<file path="src/hw/rtl/ccl_pkg.sv">
// shared constants, codes and control structs of the connected component labeler
`default_nettype none
package ccl_pkg;

  localparam int MAX_VERTICES = 1024;
  localparam int MAX_EDGES    = 4096;
  localparam int VW  = $clog2(MAX_VERTICES);   // vertex id width
  localparam int CW  = VW + 1;                 // vertex count width
  localparam int EW  = $clog2(MAX_EDGES);      // edge index width
  localparam int FW  = EW + 1;                 // edge fill width

  typedef enum logic [1:0] {
    OP_CLEAR = 2'd0,
    OP_ADD   = 2'd1,
    OP_RUN   = 2'd2,
    OP_READ  = 2'd3
  } opcode_t;

  typedef enum logic [1:0] {
    ST_OK       = 2'd0,
    ST_FULL     = 2'd1,
    ST_RANGE    = 2'd2,
    ST_NOTREADY = 2'd3
  } status_t;

  localparam logic REG_VCOUNT = 1'b0;

  typedef struct packed {
    logic acc_clear;
    logic acc_add;
    logic acc_read;
    logic acc_run;
    logic q_done;
    logic run_done;
    logic vidx_clr;
    logic vidx_inc;
    logic eidx_clr;
    logic eidx_inc;
    logic init_wr;
    logic sel_edge;
    logic offer_dir;
    logic offer_wr;
    logic commit_sel;
    logic commit_wr;
    logic any_clr;
    logic round_inc;
  } cmd_t;

  typedef struct packed {
    logic vidx_last;
    logic eidx_last;
    logic edges_empty;
    logic any;
    logic out_busy;
  } sts_t;

endpackage
`default_nettype wire

</file>
<file path="src/hw/rtl/ccl_ctrl.sv">
// sequencer of the labeler: accepts items and steps the propagation passes
`default_nettype none
module ccl_ctrl (
  input  wire logic          clk,
  input  wire logic          rst_n,
  input  wire logic          in_valid,
  input  wire logic [1:0]    in_opcode,
  output logic               in_stall,
  input  wire ccl_pkg::sts_t sts,
  output ccl_pkg::cmd_t      cmd
);

  typedef enum logic [3:0] {
    S_IDLE, S_QRD, S_INIT, S_RSTART, S_EFETCH, S_OFFA, S_WRA,
    S_OFFB, S_WRB, S_CRD, S_CWR, S_CHK, S_DONE
  } state_t;

  state_t state_r, state_nxt;
  logic   accept;
  ccl_pkg::opcode_t op;

  assign in_stall = (state_r != S_IDLE) || sts.out_busy;
  assign accept   = in_valid && !in_stall;
  assign op       = ccl_pkg::opcode_t'(in_opcode);

  always_comb begin
    cmd       = '0;
    state_nxt = state_r;
    unique case (state_r)
      S_IDLE: begin
        if (accept) begin
          unique case (op)
            ccl_pkg::OP_CLEAR: cmd.acc_clear = 1'b1;
            ccl_pkg::OP_ADD:   cmd.acc_add = 1'b1;
            ccl_pkg::OP_READ: begin
              cmd.acc_read = 1'b1;
              state_nxt    = S_QRD;
            end
            ccl_pkg::OP_RUN: begin
              cmd.acc_run  = 1'b1;
              cmd.vidx_clr = 1'b1;
              state_nxt    = S_INIT;
            end
            default: ;
          endcase
        end
      end
      S_QRD: begin
        cmd.q_done = 1'b1;
        state_nxt  = S_IDLE;
      end
      S_INIT: begin
        cmd.init_wr = 1'b1;
        if (sts.vidx_last) state_nxt = S_RSTART;
        else cmd.vidx_inc = 1'b1;
      end
      S_RSTART: begin
        cmd.round_inc = 1'b1;
        cmd.any_clr   = 1'b1;
        cmd.eidx_clr  = 1'b1;
        cmd.vidx_clr  = 1'b1;
        state_nxt     = sts.edges_empty ? S_CRD : S_EFETCH;
      end
      S_EFETCH: state_nxt = S_OFFA;
      S_OFFA: begin
        cmd.sel_edge = 1'b1;
        state_nxt    = S_WRA;
      end
      S_WRA: begin
        cmd.sel_edge = 1'b1;
        cmd.offer_wr = 1'b1;
        state_nxt    = S_OFFB;
      end
      S_OFFB: begin
        cmd.sel_edge  = 1'b1;
        cmd.offer_dir = 1'b1;
        state_nxt     = S_WRB;
      end
      S_WRB: begin
        cmd.sel_edge  = 1'b1;
        cmd.offer_dir = 1'b1;
        cmd.offer_wr  = 1'b1;
        if (sts.eidx_last) state_nxt = S_CRD;
        else begin
          cmd.eidx_inc = 1'b1;
          state_nxt    = S_EFETCH;
        end
      end
      S_CRD: begin
        cmd.commit_sel = 1'b1;
        state_nxt      = S_CWR;
      end
      S_CWR: begin
        cmd.commit_sel = 1'b1;
        cmd.commit_wr  = 1'b1;
        if (sts.vidx_last) state_nxt = S_CHK;
        else begin
          cmd.vidx_inc = 1'b1;
          state_nxt    = S_CRD;
        end
      end
      S_CHK: state_nxt = sts.any ? S_RSTART : S_DONE;
      S_DONE: begin
        cmd.run_done = 1'b1;
        state_nxt    = S_IDLE;
      end
      default: state_nxt = S_IDLE;
    endcase
  end

  always_ff @(posedge clk) begin
    if (!rst_n) begin
      state_r <= S_IDLE;
    end else begin
      state_r <= state_nxt;
    end
  end

endmodule
`default_nettype wire

</file>
<file path="config.mk">
export PLATFORM = sky130hd
export DESIGN_NAME = ccl_ctrl
export DESIGN_NICKNAME = d
export VERILOG_FILES = /design/src/hw/rtl/ccl_pkg.sv /design/src/hw/rtl/ccl_ctrl.sv
export SDC_FILE = /design/constraint.sdc
export NUM_CORES = 1
export LEC_CHECK = 0
export BUFFER_PORTS_ARGS = -buffer_cell sky130_fd_sc_hd__buf_2
export CORE_MARGIN = 4
export CORE_UTILIZATION = 30
export CTS_CLUSTER_SIZE = 10
export DETAILED_ROUTE_END_ITERATION = 6
export HOLD_SLACK_MARGIN = 0.06
export PLACE_DENSITY = 0.61
export SYNTH_ARGS = -nofsm -noshare
export SYNTH_HDL_FRONTEND = slang
export SYNTH_SLANG_ARGS = --single-unit
</file>
<file path="constraint.sdc">
create_clock -name clk -period 2.6 [get_ports clk]
set_clock_uncertainty 0.2 [all_clocks]
set_input_delay 0.13 -clock clk [delete_from_list [all_inputs] [get_ports clk]]
set_output_delay 0.13 -clock clk [all_outputs]
set_load 0.02 [all_outputs]
</file>
* After elaboration in Yosys (flattened, before gate mapping)
Index checks and enable logic that the tools add are counted.
Word-level totals: register bits after elaboration 4, bits of input ports 10
Cells by class: muxes and demuxes 30, equality and inequality tests 18, reductions and logical operators 12
Operators with widths (number):
- $pmux W4 S11 | 1
- $mux W4 | 7
- $eq A4 B4 Y1 const B | 5
- $mux W1 | 18
- $eq A4 B3 Y1 const B | 4
- $eq A4 B2 Y1 const B | 2
- $pmux W4 S2 | 1
- $reduce_or A2 Y1 | 4
- $eq A2 B2 Y1 const B | 2
- $eq A4 B1 Y1 const B | 1
- $logic_not A4 Y1 | 1
- $mux W2 | 2
- $ne A2 B2 Y1 const B | 2
- $reduce_bool A4 Y1 | 1
- $reduce_or A4 Y1 | 1
- $ne A3 B1 Y1 const B | 1
- $reduce_and A3 Y1 | 1
- $eq A2 B1 Y1 const B | 1
- $logic_not A2 Y1 | 1
- $pmux W1 S2 | 1
- $logic_and A1 B1 Y1 | 1
- $logic_not A1 Y1 | 1
- $logic_or A1 B1 Y1 | 1

* Longest topological paths before layout
Gate-level depths: netlist of the first run.
word-level depth 6, mapped depth 7, gate-level depth less buffers 7

* Least setup slack after synthesis of the first run
No wires, ideal clock.
path kind reg-to-output, start point register state_r[2], end point output port cmd[11] (netlist bit), path buffers 0, data required time 2.270 ns, arrival 2.104 ns, stages on the path, launching flop included 7, path slack 0.166 ns, path through dfxtp_1 > inv_1 > ha_1 > or3b_4 > or3b_4 > nor3b_2 > or2_1
RTL lines:
- from (decl) | RTL line ccl_ctrl.sv:18 | state_t state_r, state_nxt;
- from (signal assigned) | RTL line ccl_ctrl.sv:115 | state_r <= state_nxt;
- to (decl) | RTL line ccl_ctrl.sv:10 | output ccl_pkg::cmd_t cmd

==> run_results.csv, run 1 <==
group,metric,value,unit
cells_and_area,largestRegisters,"state_r: 4 flops",
synthesis,avgSynthCellArea,6.91,um2
route,drt_iter0_drc,17,
clock_network,clockRootBuffer,"clkbuf_4",
die,core-area,1760,um2
pwr,p_leak,0.000388,uW
timing,final-hold-violation-count,0,
route,dr_total_vias,645,
clock_network,postCtsSetupBuffers,0,
critical_path,r2r-end,"state_r[3]",
critical_path,cp-startpoint,"state_r[2]",
timing,setup_viol,0,
cells_and_area,fillers,203,
clock_network,cts_tree,"done",
pwr,finalPower,195,uW
die,die_h,51.5,um
critical_path,crit_required,2270,ps
critical_path,worst-setup-path-type,"reg2out",
timing,period_share,95.3,%
timing,setup_tns,0,ps
die,dieArea,2650,um2
cells_and_area,largest_register_ff_count,4,
synthesis,synthesis.nets,97,
critical_path,critical-path-top-delay-family,"simple AND/OR/NAND/NOR gates",
cells_and_area,num-nets-final,125,
synthesis,yosys_warnings,0,
critical_path,cp_num_buf_inv,2,
global_route,grt_first_pass_wirelength,2470,um
critical_path,reg2reg_from,"state_r[3]",
job,max_cap_viol_count,0,
clock_network,cts_buffer_depth,2,
clock_network,numCtsBuffers,3,
pwr,p_sw,56.3,uW
critical_path,cp_cell_sequence,"inv_1, ha_4, or3b_4, or3b_4, nor3b_2, or2_1, buf_2",
cells_and_area,final_layout_size_suffix_gt1_share,36.1,%
global_route,grt_max_degree,17,
synthesis,ys_types,29,
timing,rsz0062_at_grt,"no",
route,drt-total-wl,1500,um
cells_and_area,antenna_cells,0,
pwr,switching_share,28.8,%
route,wl_per_cell,11.3,um
critical_path,cp-end-kind,"output port",
place,gp_congestion,0.827,
clock_network,clk_transition_reported_paths,40,ps
cells_and_area,multi_input_comb_area,440,um2
clock_network,clk_latency,230,ps
place,hpwlAfterDp,1270,um
cells_and_area,largest-register,"state_r",
timing,fmax,403,MHz
run_status,status,"finished, final reports clean",
place,io_buffers,28,
pwr,power.clock.fraction,37.7,%
synthesis,syn_inst,82,
critical_path,slowest_stage,"or3b_4",
pwr,pwr-share-comb,27.6,%
die,initial_utilization,32.1,%
cells_and_area,regArea,80.1,um2
critical_path,crit_cells,7,
worst_hold_path,whs_path_depth,3,
pwr,p_int,139,uW
critical_path,reg2regPathDepth,6,
die,fp.dieW,51.5,um
critical_path,cp_slowest_stage_delay,430,ps
global_route,grt_usage,12.4,%
route,drc,0,
clock_network,cts.sinks,4,
timing,finalCriticalPeriod,2480,ps
synthesis,ys_ff_latch,4,
pwr,seq_power_share,34.7,%
critical_path,cpMostUsedCell,"or3b_4",
critical_path,startpoint_type,"register",
pwr,max-vdd-ir-drop,0.144,mV
die,rows,15,
global_route,grt_remaining_overflow,0,
timing,relSlewSlack,68.5,%
critical_path,path_max_fanout,8,
clock_network,htreeDepth,1,
route,ant_nets,0,
critical_path,crit_end,"cmd[11]",
synthesis,synth_area,567,um2
synthesis,synth_seq_area_share,14.1,%
timing,finalMaxSlewViolations,0,
worst_hold_path,worstHoldPathType,"in2reg",
timing,worst_slew_pin_slew,472,ps
global_route,grt_pass1_vias,577,
global_route,grt_antenna_before_repair,0,
route,dr.pass1.iters,4,
route,via_per_inst,4.85,
pwr,power_density,258,nW/um2
critical_path,r2r_slack,620,ps
die,io_pins,29,
cells_and_area,area_growth,33.8,%
critical_path,arrival,2150,ps
-- cells in the mapped netlist, drive strengths merged --
cell / number / share of area [%]
and2: 3 / 3.3
nor4b: 1 / 1.5
nor3: 1 / 0.88
nand2b: 1 / 1.1
buf: 2 / 2.6
and3: 2 / 2.6
or3b: 2 / 4.0
o311ai: 1 / 1.5
a21oi: 3 / 2.6
mux2i: 1 / 1.8
nand3b: 2 / 2.6
a21boi: 1 / 1.3
inv: 9 / 6.0
a22oi: 2 / 2.6
and3b: 1 / 1.5
or2: 2 / 2.2
o21ai: 6 / 5.3
dfxtp: 4 / 14
clkbuf: 4 / 2.6
ha: 5 / 11
a22o: 2 / 3.1
nand3: 3 / 2.6
o22ai: 2 / 2.2
nand2: 8 / 5.3
nor2: 7 / 4.6
a221oi: 2 / 3.1
nor3b: 5 / 7.5
-- cells by family (layout without fill, tap and decap cells) --
logic type	count (synthesis)	after routing	synth area share, %
multiplexers	1	1	1.77
flip-flops	4	4	14.1
buffers and inverters	15	41	11.3
adder cells (fa/ha/maj)	5	5	11.0
AO/OA/AOI/OAI	19	19	21.9
AND/OR/NAND/NOR	38	38	40.0
-- cell usage in the layout, fill, tap and decap left out --
master         Yosys  final
nor3b_1            4      3
ha_1               5      4
buf_2              0     28
a21boi_0           1      1
o311ai_0           1      1
ha_4               0      1
nor3_1             1      1
nand3b_1           2      2
and3_2             2      2
nand3_1            3      3
inv_1              9      9
nand2b_1           1      1
mux2i_1            1      1
o21ai_0            6      6
or2_2              1      1
a22oi_1            2      2
and3b_1            1      1
nand2_1            8      8
dlygate4sd3_1      0      1
a22o_1             2      2
a21oi_1            3      3
nor3b_2            1      2
or2_1              1      1
or3b_4             2      2
nor4b_1            1      1
and2_1             3      3
clkbuf_4           0      3
nor2_1             7      7
o22ai_1            2      2
dfxtp_1            4      4
a221oi_1           2      2
-- worst min-delay path by stage --
stage	start	endpoint	slack, ps
2_1_floorplan	rst_n	state_r[1]	100
3_3_place_gp	rst_n	state_r[1]	230
3_5_place_dp	rst_n	state_r[1]	230
4_1_cts	sts[2]	state_r[0]	90
5_1_grt	sts[2]	state_r[0]	130
6_report	sts[2]	state_r[0]	70
-- final cells by class --
| cell class | count | share of cell area, % |
|---|---|---|
| flip-flops and latches | 4 | 10.6 |
| well taps | 25 | 4.13 |
| clock buffers | 3 | 2.97 |
| multi-input cells | 63 | 58.1 |
| repair buffers | 29 | 19.8 |
| inverters | 9 | 4.46 |
-- through the flow --
stage / worst slack (ps) / cell area, um2 / hold slack, ps / util (%) / cells
finish: 121 / 758 / 74.0 / 43.0 / 133
global route: 9.86 / 758 / 134 / 43.0 / 133
CTS: 18.8 / 741 / 86.8 / 42.0 / 133
detailed placement: 268 / 708 / 227 / 40.1 / 129
global placement: 308 / 708 / 230 / 40.1 / 129
floorplan: 166 / 567 / 102 / - / 82
-- power by group through the flow --
stage / clock (uW) / combinational (uW) / sequential (uW)
finish: 73.7 / 53.9 / 67.9
global route: 80.6 / 59.9 / 68.5
CTS: 78.4 / 53.8 / 67.6
detailed placement: 0 / 52.5 / 68.5
global placement: 0 / 52.7 / 68.6
floorplan: 0 / 35.5 / 65.3
-- metal layers --
layer	vias to the layer above	global-route usage [%]	wire length, um
met5	-	0	0
met4	0	6.99	14
met1	291	14.5	658
met3	2	3.21	77
met2	16	20.1	750
li1	336	-	-
-- tightest hold or removal path, delay by kind of cell --
family                 cells  cell delay, ps
AOI/OAI and AO/OA          2             230
buffers and inverters      1              80
-- what timing repair did --
item	in CTS	in global routing
endpoints found under the setup margin	0	4
endpoints found under the hold margin	1	0
hold buffers	1	0
gates resized for setup	0	3
Power figures use the tool's default switching activity.
==> run 2, diff against run 1 <==
--- a/config.mk
+++ b/config.mk
@@ -5,13 +5,14 @@
 export SDC_FILE = /design/constraint.sdc
 export NUM_CORES = 1
 export LEC_CHECK = 0
+export ABC_AREA = 1
 export BUFFER_PORTS_ARGS = -buffer_cell sky130_fd_sc_hd__buf_2
 export CORE_MARGIN = 4
 export CORE_UTILIZATION = 30
 export CTS_CLUSTER_SIZE = 10
 export DETAILED_ROUTE_END_ITERATION = 6
 export HOLD_SLACK_MARGIN = 0.06
-export PLACE_DENSITY = 0.61
+export PLACE_DENSITY = 0.58
 export SYNTH_ARGS = -nofsm -noshare
 export SYNTH_HDL_FRONTEND = slang
 export SYNTH_SLANG_ARGS = --single-unit
==> run_results.csv, run 2 <==
group,metric,value,unit
run_status,status,"finished, final reports clean",
critical_path,r2r_slack,880,ps
critical_path,path_max_fanout,5,
synthesis,synthTopCellsByCount,"nand2_1 (23), inv_1 (19), nor2_1 (14), nand3_1 (9)",
route,via_per_inst,4.46,
synthesis,synth.most_common_cell,"nand2_1",
cells_and_area,final_area,876,um2
global_route,grt.busiest_layer,"met2",
global_route,grt_remaining_overflow,0,
pwr,power_density,1110,nW/um2
place,gp_congestion,0.906,
critical_path,cp_num_buf_inv,3,
timing,finalMaxSlewViolations,0,
route,ant_nets,0,
global_route,met1_usage,16.4,%
timing,fin_ws,568,ps
timing,relSlewSlack,64.4,%
pwr,max-vdd-ir-drop,0.528,mV
route,drt-total-wl,1680,um
global_route,grt_antenna_before_repair,0,
synthesis,ys_types,25,
synthesis,ys_ff_latch,4,
critical_path,reg2regPathDepth,10,
synthesis,yosys_warnings,0,
critical_path,arrival,1700,ps
pwr,power.clock.fraction,8.3,%
clock_network,htreeDepth,1,
cells_and_area,antenna_cells,0,
clock_network,cts_buffer_depth,2,
cells_and_area,largest-register,"state_r",
critical_path,cp-end-kind,"output port",
pwr,seq_power_share,16.0,%
critical_path,r2r-end,"state_r[0]",
die,initial_utilization,31.4,%
route,dr.pass1.iters,4,
critical_path,worst-setup-path-type,"reg2out",
clock_network,cts_resized,0,
synthesis,synth_seq_area_share,11.5,%
die,core-area,2210,um2
synthesis,synth_area_leaders,"nand2_1 (12%), dfxtp_1 (12%), inv_1 (10%), ha_1 (9.0%), nor2_1 (7.6%)",
timing,setup_viol,0,
critical_path,cp_slowest_stage_delay,320,ps
place,io_buffers,28,
timing,rsz0062_at_grt,"no",
clock_network,cts.sinks,4,
critical_path,critical-path-top-delay-family,"simple AND/OR/NAND/NOR gates",
pwr,p_sw,572,uW
place,placed_area,833,um2
timing,fmax,492,MHz
route,wl_per_cell,10.1,um
global_route,grt_first_pass_wirelength,2980,um
clock_network,numCtsBuffers,3,
clock_network,clk_transition_reported_paths,40,ps
critical_path,cp_cell_sequence,"inv_1, ha_1, inv_2, nor2_8, nand3_2, nor3_1, buf_2",
synthesis,synth_edf_count,0,
timing,worst_slew_pin_slew,533,ps
clock_network,clockRootBuffer,"clkbuf_4",
critical_path,crit_end,"cmd[16]",
timing,final-hold-violation-count,0,
clock_network,clk_latency,240,ps
place,dp_slack,832,ps
synthesis,synthArstFlopShare,0,%
job,max_cap_viol_count,0,
synthesis,synth_area,696,um2
cells_and_area,regArea,80.1,um2
critical_path,slowest_stage,"dfxtp_1",
die,rows,17,
worst_hold_path,worstHoldPathType,"in2reg",
global_route,grt_usage,11.8,%
global_route,grt_max_degree,11,
cells_and_area,largestRegisters,"state_r: 4 flops",
timing,period_share,78.1,%
timing,finalCriticalPeriod,2030,ps
synthesis,syn_inst,109,
clock_network,cts_tree,"done",
cells_and_area,num-nets-final,155,
synthesis,synth.top_cell.area_share,12.4,%
die,fp.dieW,56.2,um
global_route,use_met3,4.64,%
route,dr_total_vias,741,
critical_path,cp-startpoint,"state_r[2]",
cells_and_area,area_growth,25.9,%
synthesis,avgSynthCellArea,6.38,um2
cells_and_area,multi_input_comb_area,488,um2
cells_and_area,fillers,262,
die,die_h,56.2,um
timing,setup_tns,0,ps
global_route,grt_pass1_vias,673,
pwr,pwr-share-comb,75.7,%
cells_and_area,final_layout_size_suffix_gt1_share,34.8,%
route,drt_iter0_drc,24,
place,hpwlAfterDp,1410,um
synthesis,ys.flop_type,"dfxtp_1",
cells_and_area,largest_register_ff_count,4,
cells_and_area,final_cell_mix,"buf_2 (28), nand2_1 (23), inv_1 (19)",
critical_path,reg2reg_from,"state_r[2]",
cells_and_area,final_common_cell,"buf_2",
pwr,p_leak,0.000575,uW
synthesis,synth_top_cell_by_area,"nand2_1",
die,dieArea,3150,um2
critical_path,crit_required,2270,ps
route,drc,0,
critical_path,crit_cells,7,
die,io_pins,29,
synthesis,synthesis.nets,124,
pwr,switching_share,58.5,%
global_route,grt_use_met2,17.2,%
pwr,p_int,405,uW
critical_path,startpoint_type,"register",
==> run 2: changes by cell type after synthesis, moves of 4 or more <==
cell | before | now
nor3b_1 | 4 | 0
nor2_1 | 7 | 14
o21ai_0 | 6 | 0
inv_1 | 9 | 19
clkbuf_1 | 4 | 0
nand3_1 | 3 | 9
nand2_1 | 8 | 23
nor2_2 | 0 | 4
==> run 2: worst reg2reg max path: stages (launching register included) <==
cell	delay, ps
dfxtp_1	320
inv_1	130
ha_1	260
inv_2	110
nor2_2	200
nand2_1	70
nand2_1	60
inv_1	50
nand3b_1	100
nand3_1	80
nor2_1	80
==> run 2: cell type report <==
cell class,count,area share [%]
repair buffers,30,18.3
flip-flops and latches,4,9.14
inverters,22,10.3
well taps,28,4.00
clock buffers,3,2.57
multi-input cells,79,55.7
==> run 2: repair_timing <==
item | 4_1_cts | 5_1_grt
hold buffers | 2 | 0
hold endpoints to repair | 4 | 0
setup buffers | 0 | 0
==> run 2: worst min path at each step <==
stage                 from  slack [ps]    endpoint  depth (start not counted)
floorplan            rst_n          40  state_r[0]                          2
global placement     rst_n         180  state_r[0]                          3
detailed placement   rst_n         190  state_r[0]                          3
CTS                 sts[4]          90  state_r[1]                          4
global route        sts[4]          90  state_r[1]                          4
finish              sts[4]          90  state_r[1]                          4
==> run 2: per-stage QoR <==
step	utilization (%)	cells	total power (uW)	hold WS, ps
2_1_floorplan	-	109	769	41.8
3_3_place_gp	37.7	161	894	185
3_5_place_dp	37.7	161	901	187
4_1_cts	39.6	166	987	86.2
5_1_grt	39.6	166	1090	94.8
6_report	39.6	166	976	86.2
==> run 2: power groups by stage <==
stage / registers (uW) / logic, uW / clock network (uW)
3_5_place_dp: 156 / 744 / 0
4_1_cts: 155 / 748 / 83.1
6_report: 157 / 739 / 80.8
5_1_grt: 160 / 836 / 94.3
3_3_place_gp: 156 / 738 / 0
2_1_floorplan: 100 / 669 / 0
==> run 2: cells by family after synthesis <==
family | count (synthesis) | share of synthesized area [%]
compound gates | 8 | 7.91
buf+inv | 26 | 18.3
fa+ha+maj | 5 | 8.99
flops | 4 | 11.5
simple gates | 66 | 53.2
==> run 2: per-layer routing <==
metal / share of wire (%) / up-vias
met2: 45 / 29
met3: 8.7 / 0
li1: - / 401
met1: 47 / 311
met4: 0 / 0
met5: 0 / -
==> run 3, diff against run 2 <==
--- a/config.mk
+++ b/config.mk
@@ -12,7 +12,7 @@
 export CTS_CLUSTER_SIZE = 10
 export DETAILED_ROUTE_END_ITERATION = 6
 export HOLD_SLACK_MARGIN = 0.06
-export PLACE_DENSITY = 0.58
+export PLACE_DENSITY = 0.6
 export SYNTH_ARGS = -nofsm -noshare
 export SYNTH_HDL_FRONTEND = slang
 export SYNTH_SLANG_ARGS = --single-unit
==> constraint.sdc (replaced) <==
create_clock -name clk -period 1.7 [get_ports clk]
set_clock_uncertainty 0.2 [all_clocks]
set_input_delay 0.085 -clock clk [delete_from_list [all_inputs] [get_ports clk]]
set_output_delay 0.085 -clock clk [all_outputs]
set_load 0.02 [all_outputs]
==> run_results.csv, run 3 (synthesized netlist as in run 2, its figures left out) <==
group,metric,value,unit
run_status,status,"complete, but fails checks",
run_status,violations,"negative setup slack",
place,hpwlAfterDp,1490,um
cells_and_area,area_growth,49.3,%
pwr,p_sw,958,uW
critical_path,startpoint_type,"register",
critical_path,cp_slowest_stage_delay,310,ps
die,die_h,56.2,um
place,dp_slack,-65.0,ps
global_route,grt_antenna_before_repair,0,
global_route,grt_max_degree,11,
timing,rsz0062_at_grt,"yes",
route,ant_nets,0,
die,rows,17,
critical_path,arrival,1420,ps
clock_network,cts.sinks,4,
cells_and_area,largestRegisters,"state_r: 4 flops",
pwr,p_int,807,uW
cells_and_area,final_common_cell,"nand2_1",
die,io_pins,29,
critical_path,path_max_fanout,6,
critical_path,worst-setup-path-type,"reg2out",
timing,setup_viol,1,
worst_hold_path,worstHoldPathType,"in2reg",
clock_network,htreeDepth,1,
timing,fmax,586,MHz
route,via_per_inst,4.63,
clock_network,clockRootBuffer,"clkbuf_4",
clock_network,cts_buffer_depth,2,
cells_and_area,final_layout_size_suffix_gt1_share,45.6,%
pwr,power.clock.fraction,6.8,%
job,max_cap_viol_count,0,
die,fp.dieW,56.2,um
global_route,grt_first_pass_wirelength,3170,um
global_route,grt_usage,12.2,%
place,io_buffers,28,
pwr,seq_power_share,9.7,%
pwr,finalPower,1760,uW
timing,worst_slew_pin_slew,173,ps
timing,period_share,100,%
global_route,grt_pass1_vias,750,
cells_and_area,final_cell_mix,"nand2_1 (23), buf_2 (22), inv_1 (17)",
cells_and_area,largest_register_ff_count,4,
clock_network,numCtsBuffers,3,
die,core-area,2210,um2
route,dr.pass1.iters,4,
route,drt_iter0_drc,13,
critical_path,cp-end-kind,"output port",
route,drc,0,
timing,finalCriticalPeriod,1710,ps
critical_path,cp_cell_sequence,"inv_2, ha_2, nand3_1, buf_4, nand2_1, buf_2",
pwr,power_density,1700,nW/um2
pwr,max-vdd-ir-drop,0.827,mV
route,wl_per_cell,10.9,um
cells_and_area,antenna_cells,0,
pwr,p_leak,0.000630,uW
global_route,grt_remaining_overflow,0,
critical_path,r2r_slack,70,ps
clock_network,cts_tree,"done",
cells_and_area,num-nets-final,164,
place,gp_congestion,0.814,
pwr,switching_share,54.3,%
timing,final-hold-violation-count,0,
die,initial_utilization,31.4,%
cells_and_area,largest-register,"state_r",
timing,fin_ws,-7.35,ps
die,dieArea,3150,um2
critical_path,slowest_stage,"dfxtp_1",
critical_path,crit_required,1410,ps
timing,finalMaxSlewViolations,0,
route,dr_total_vias,811,
clock_network,clk_latency,240,ps
timing,relSlewSlack,88.4,%
clock_network,clk_transition_reported_paths,40,ps
pwr,pwr-share-comb,83.5,%
route,drt-total-wl,1900,um
[run 3: cell types whose count changed in the layout (fill, tap and decap cells not counted), sizes merged]
cell	previous run	this run
buf	28	37
[run 3: power groups by stage]
stage          Combinational (uW)  Sequential (uW)  Clock [uW]
2_1_floorplan                1020              153           0
3_3_place_gp                 1290              165           0
3_5_place_dp                 1290              167           0
4_1_cts                      1390              170         122
5_1_grt                      1610              174         131
6_report                     1470              171         121
[run 3: repair_timing]
item	4_1_cts	5_1_grt
endpoints found under the setup margin	11	10
pin swaps	1	1
resized for setup	14	9
hold buffers	2	0
endpoints found under the hold margin	4	0
buffers inserted	2	3
[run 3: critical path: cells and delay by family (launching register included)]
family                   cells  cell delay (ps)
adder cells (fa/ha/maj)      1              240
buffers and inverters        3              420
flip-flops                   1              310
AND/OR/NAND/NOR              2              210
[run 3: through the flow]
stage               utilization [%]  hold WS, ps  cell area [um2]  setup TNS (ps)  instances
floorplan                         -        -3.17              696            -200        109
global placement               39.6          144              876           -2.19        165
detailed placement             39.6          142              876            -142        165
CTS                            44.4         63.1              982           -17.3        172
global route                   46.9         91.8             1040            -464        175
finish                         46.9         54.8             1040           -7.35        175
[run 3: final cells by class]
cell class | instances | area, um2
clock buffers | 3 | 22.5
fillers | 237 | 1170
inverters | 22 | 92.6
multi-input cells | 79 | 541
flip-flops and latches | 4 | 81.3
well taps | 28 | 35.0
repair buffers | 39 | 267
[run 3: routing by layer]
metal | part of all wire [%] | up-vias | routed length [um] | track usage [%]
li1 | - | 411 | - | -
met1 | 40 | 371 | 754 | 14.6
met5 | 0 | - | 0 | 0
met3 | 6.7 | 2 | 127 | 1.86
met4 | 1.0 | 0 | 19 | 5.08
met2 | 53 | 27 | 1000 | 21.2
[run 3: path summary, 6_finish.rpt]
check | start | end | cells after the start
worst max register to register | state_r[3] | state_r[3] | 9
worst min register to register | state_r[3] | state_r[3] | 5
worst max-delay path | state_r[2] | cmd[3] | 6
worst min-delay path | sts[4] | state_r[1] | 4
